$ cat src/rtl/core/prw_pkg.sv
// Shared types and constants for the Prewitt gradient magnitude block.
// No dependencies; every other file in rtl/core except prw_stream_if imports this package.
package prw_pkg;

	localparam int PIX_W      = 8;     // grey level
	localparam int ABS_W      = 10;    // |gx|, |gy| <= 765
	localparam int SQ_W       = 2 * ABS_W;
	localparam int SUM_W      = 21;    // gx^2 + gy^2 <= 1170450
	localparam int MAG_W      = 11;
	localparam int SQRT_STEPS = 11;    // one result bit per step
	localparam int IMG_W_W    = 11;
	localparam int IMG_H_W    = 13;
	localparam int ROW_W      = 12;
	localparam int MIN_SIZE   = 3;
	localparam int MAX_HEIGHT = 4096;
	localparam int WIN_LAG    = 2;     // first input row/column with a full window
	localparam int QUEUE_DEPTH = 4;
	localparam int MAG_MAX    = 1082;

	localparam int APB_ADDR_W = 3;
	localparam int APB_DATA_W = 32;
	localparam int REG_IDX_BIT = 2;

	localparam logic IDX_IMAGE_WIDTH  = 1'b0;
	localparam logic IDX_IMAGE_HEIGHT = 1'b1;

	localparam logic [IMG_W_W-1:0] WIDTH_RESET  = IMG_W_W'(1024);
	localparam logic [IMG_H_W-1:0] HEIGHT_RESET = IMG_H_W'(1024);

	typedef struct packed {
		logic [PIX_W-1:0] pixel;
		logic             frame_start;
	} pix_word_t;

	typedef struct packed {
		logic [MAG_W-1:0] magnitude;
		logic             row_end;
		logic             frame_end;
	} mag_word_t;

	typedef struct packed {
		logic [ABS_W-1:0] abs_gx;
		logic [ABS_W-1:0] abs_gy;
		logic             row_end;
		logic             frame_end;
	} grad_word_t;

	typedef struct packed {
		logic [IMG_H_W-1:0] image_height;
		logic [IMG_W_W-1:0] image_width;
	} cfg_t;

endpackage

$ cat src/rtl/core/prw_queue.sv
// Short word queue between front end and back end (gradient words).
// Register array with head/tail pointers; uses prw_pkg.
module prw_queue (
	input  logic                clk,
	input  logic                arst_n,
	input  logic                push_valid,
	output logic                push_ready,
	input  prw_pkg::grad_word_t push_data,
	output logic                pop_valid,
	input  logic                pop_ready,
	output prw_pkg::grad_word_t pop_data
);
	import prw_pkg::*;

	localparam int QA_W = $clog2(QUEUE_DEPTH);

	grad_word_t      entry_q [QUEUE_DEPTH];
	logic [QA_W-1:0] wr_ptr_q;
	logic [QA_W-1:0] rd_ptr_q;
	logic [QA_W:0]   count_q;
	logic            do_push;
	logic            do_pop;

	assign push_ready = count_q != (QA_W+1)'(QUEUE_DEPTH);
	assign pop_valid  = count_q != '0;
	assign pop_data   = entry_q[rd_ptr_q];
	assign do_push    = push_valid && push_ready;
	assign do_pop     = pop_valid && pop_ready;

	always_ff @(posedge clk or negedge arst_n) begin
		if (!arst_n) begin
			wr_ptr_q <= '0;
			rd_ptr_q <= '0;
			count_q  <= '0;
		end else begin
			if (do_push) begin
				wr_ptr_q <= wr_ptr_q + QA_W'(1);
			end
			if (do_pop) begin
				rd_ptr_q <= rd_ptr_q + QA_W'(1);
			end
			if (do_push && !do_pop) begin
				count_q <= count_q + (QA_W+1)'(1);
			end else if (do_pop && !do_push) begin
				count_q <= count_q - (QA_W+1)'(1);
			end
		end
	end

	always_ff @(posedge clk) begin
		if (do_push) begin
			entry_q[wr_ptr_q] <= push_data;
		end
	end

	a_count_bound: assert property (@(posedge clk) disable iff (!arst_n)
		count_q <= (QA_W+1)'(QUEUE_DEPTH))
		else $error("queue count beyond depth");

	a_count_track: assert property (@(posedge clk) disable iff (!arst_n)
		do_push && !do_pop |=> count_q == $past(count_q) + (QA_W+1)'(1))
		else $error("queue count lost a word");

endmodule

$ cat config.mk
export PLATFORM = sky130hd
export DESIGN_NAME = prw_queue
export DESIGN_NICKNAME = d
export VERILOG_FILES = /design/src/rtl/core/prw_pkg.sv /design/src/rtl/core/prw_queue.sv
export SDC_FILE = /design/constraint.sdc
export NUM_CORES = 1
export LEC_CHECK = 0
export BUFFER_PORTS_ARGS = -buffer_cell sky130_fd_sc_hd__buf_2
export CORE_UTILIZATION = 35
export CTS_CLUSTER_SIZE = 25
export DETAILED_ROUTE_END_ITERATION = 7
export GPL_TIMING_DRIVEN = 1
export MAX_ROUTING_LAYER = met4
export SLEW_MARGIN = 20
export SYNTH_ARGS = -nofsm -noshare
export SYNTH_HDL_FRONTEND = slang
export SYNTH_SLANG_ARGS = --single-unit
$ cat constraint.sdc
create_clock -name clk -period 2.9 [get_ports clk]
set_clock_uncertainty 0.15 [all_clocks]
set_input_delay 0.29 -clock clk [delete_from_list [all_inputs] [get_ports clk]]
set_output_delay 0.29 -clock clk [all_outputs]
set_load 0.02 [all_outputs]
==> impl_metrics.csv <==
group,metric,value,unit
synthesis,ys_warn_count,0,
synthesis,synth_area,0.00362,mm²
synthesis,syn_nets,182,
power_and_ir_drop,total_power,0.00438,W
setup_path,reg2reg_depth,8,
floorplanning,rows,36,
global_routing,grt_pass1_vias,1871,
layout,area_delta_synth_final,23.6,%
setup_path,cp-end-kind,"output pin",
place,routabilityCongestion,0.684,
floorplanning,die-height,104,µm
floorplanning,dieArea,0.0108,mm²
power_and_ir_drop,irDropWorstVdd,0.000474,V
timing,tns,0,ns
cts,cts_made_buffers,9,
drt,vias,1718,
cts,clkSlewWorstSetupHoldPaths,0.09,ns
cts,cts-root-buf,"clkbuf_8",
drt,drt_iter0_markers,57,
place,dp_hpwl,3.97,mm
setup_path,critPathKind,"flop to output pin",
drt,firstDrtPassIters,4,
drt,finalWirelength,6.04,mm
setup_path,cp-start-kind,"flop",
layout,layout-drive-gt1-share,39.9,%
drt,routedWlPerCell,16.3,µm
floorplanning,die_width,104,µm
setup_path,crit_arrival,1.87,ns
layout,mostFrequentLayoutCell,"edfxtp_1",
floorplanning,start_util,36.5,%
hold_path,hp-start,"push_data[9]",
timing,drv_slew,0,
synthesis,yosysSeqAreaShare,77.8,%
global_routing,grt_pass1_wl,9.83,mm
floorplanning,boundaryPins,50,
synthesis,synth_area_per_cell,24.1,µm²
layout,most-common-layout-cells,"edfxtp_1, buf_2, dlygate4sd3_1, mux4_2, clkbuf_8",
floorplanning,core_area,0.00991,mm²
place,portBuffers,49,
synthesis,synthCells,150,
cts,cts_tree,"yes",
cts,clkLatencyLatePin,0.35,ns
layout,fillers,864,
power_and_ir_drop,p_per_area,979,mW/mm²
synthesis,synth.lib_cells_used.distinct,19,
layout,insertedDiodeCount,0,
power_and_ir_drop,leakagePower,1.59,nW
drt,remaining_drc_errors,0,
setup_path,path_max_fanout,18,
cts,cts-htree-levels,3,
timing,finalSetupViolCount,0,
hold_path,min_path_cells,1,
global_routing,track_usage,12.6,%
layout,instances_no_fill,371,
setup_path,r2r-start,"count_q[1]",
timing,worstMarginPinSlew,0.520,ns
hold_path,min_path_type,"input pin to flop",
synthesis,synth_area_leaders,"edfxtp_1, mux4_2, dfrtp_1, mux4_1, ha_1",
setup_path,worst-endpoint-required,2.46,ns
timing,rsz0062_at_grt,"false",
cts,clk_path_buf_depth,2,
place,dp.cells,336,
global_routing,grt_max_degree,19,
setup_path,critPathLaunch,"rd_ptr_q[0]",
drt,drtAntennaViolNets,0,
flow_run,cap_violations,0,
timing,layout_worst_path_cycle_share,79.5,%
synthesis,synth_seq_cells,95,
timing,max_freq,434,MHz
cts,clock-sinks,95,
drt,vias_per_cell,4.63,
timing,period_minus_slack,2.31,ns
timing,hold_viol,0,
status,status,"finished, final reports clean",
timing,slew_headroom,65.3,%
global_routing,gr-total-overflow,0,
cts,postCtsSetupBuffers,0,
synthesis,synth_area_leader_cell,"edfxtp_1",
global_routing,antenna_found_initial,0,
layout,layout.nets,265,
synthesis,netlist.area_leader.share,73.0,%
setup_path,rrSetupSlack,0.67,ns
[final cells by class]
| class | count | area, µm² | share of cell area (%) |
|---|---|---|---|
| Tap cell | 133 | 166 | 3.72 |
| Inverter | 3 | 11.3 | 0.252 |
| Timing Repair Buffer | 77 | 528 | 11.8 |
| Clock inverter | 6 | 93.8 | 2.10 |
| Clock buffer | 10 | 128 | 2.85 |
| Multi-Input combinational cell | 47 | 731 | 16.3 |
| Sequential cell | 95 | 2820 | 63.0 |
[what timing repair did]
action | in CTS | in global routing
hold buffers | 18 | 1
endpoints found under the hold margin | 67 | 1
gates resized for setup | 0 | 0
[stage by stage]
step / hold WS [ns] / cell area (µm²) / utilization, % / setup slack, ns
finish: 0.0159 / 4480 / 45.2 / 0.594
global route: 0.00407 / 4480 / 45.2 / 0.496
CTS: 0.000417 / 4470 / 45.1 / 0.533
detailed placement: -0.0149 / 4070 / 41.0 / 0.672
global placement: -0.0124 / 4070 / 41.0 / 0.736
floorplan: -0.156 / 3620 / - / 0.663
[worst paths after layout]
kind / to
setup reg to reg: count_q[2]
min in group asynchronous: count_q[1]
hold / removal: entry_q[2][9]
max in group asynchronous: rd_ptr_q[0]
setup / recovery: pop_data[8]
hold reg to reg: count_q[2]
[metal layers]
| metal | track usage, % | wire [µm] | vias up |
|---|---|---|---|
| met3 | 3.96 | 289 | 7 |
| met5 | - | 0 | - |
| li1 | - | - | 781 |
| met1 | 15.7 | 2770 | 878 |
| met2 | 20.1 | 2940 | 52 |
| met4 | 3.06 | 39 | 0 |
[synth_stat cells]
library cell  count
or3_1             1
nor2_1            2
a21boi_2          1
buf_2             2
nand2_1           2
nand3_1           1
ha_1              5
and2_1            4
fa_1              1
mux4_1            4
mux2_2            2
edfxtp_1         88
mux4_2           18
dfrtp_1           7
buf_12            2
buf_6             1
inv_1             3
xor2_1            2
xnor2_1           4
[kinds of logic after synthesis]
logic type / count (synthesis) / share of synthesized area, %
simple gates: 10 / 1.42
fa+ha+maj: 6 / 2.28
xor+xnor: 6 / 1.45
compound gates: 1 / 0.311
mux: 24 / 14.7
flops: 95 / 77.8
buf+inv: 8 / 2.00
[state kept, by name, summed over array words and instances, names as in the netlist]
register and count:
count_q 3, entry_q 88, rd_ptr_q 2, wr_ptr_q 2
[worst max-delay path, cell delays in order, from the launching register on]
cell and delay (ns):
dfrtp_2 0.51, buf_12 0.23, mux4_1 0.59, buf_2 0.18
[report_power, final]
group          leakage [nW]  internal (W)  total [W]  switching (W)
clock                 0.107      0.000492   0.000937       0.000445
combinational         0.592      0.000674    0.00148       0.000810
sequential            0.887       0.00182    0.00196       0.000142
(Power assumes the default switching activity.)
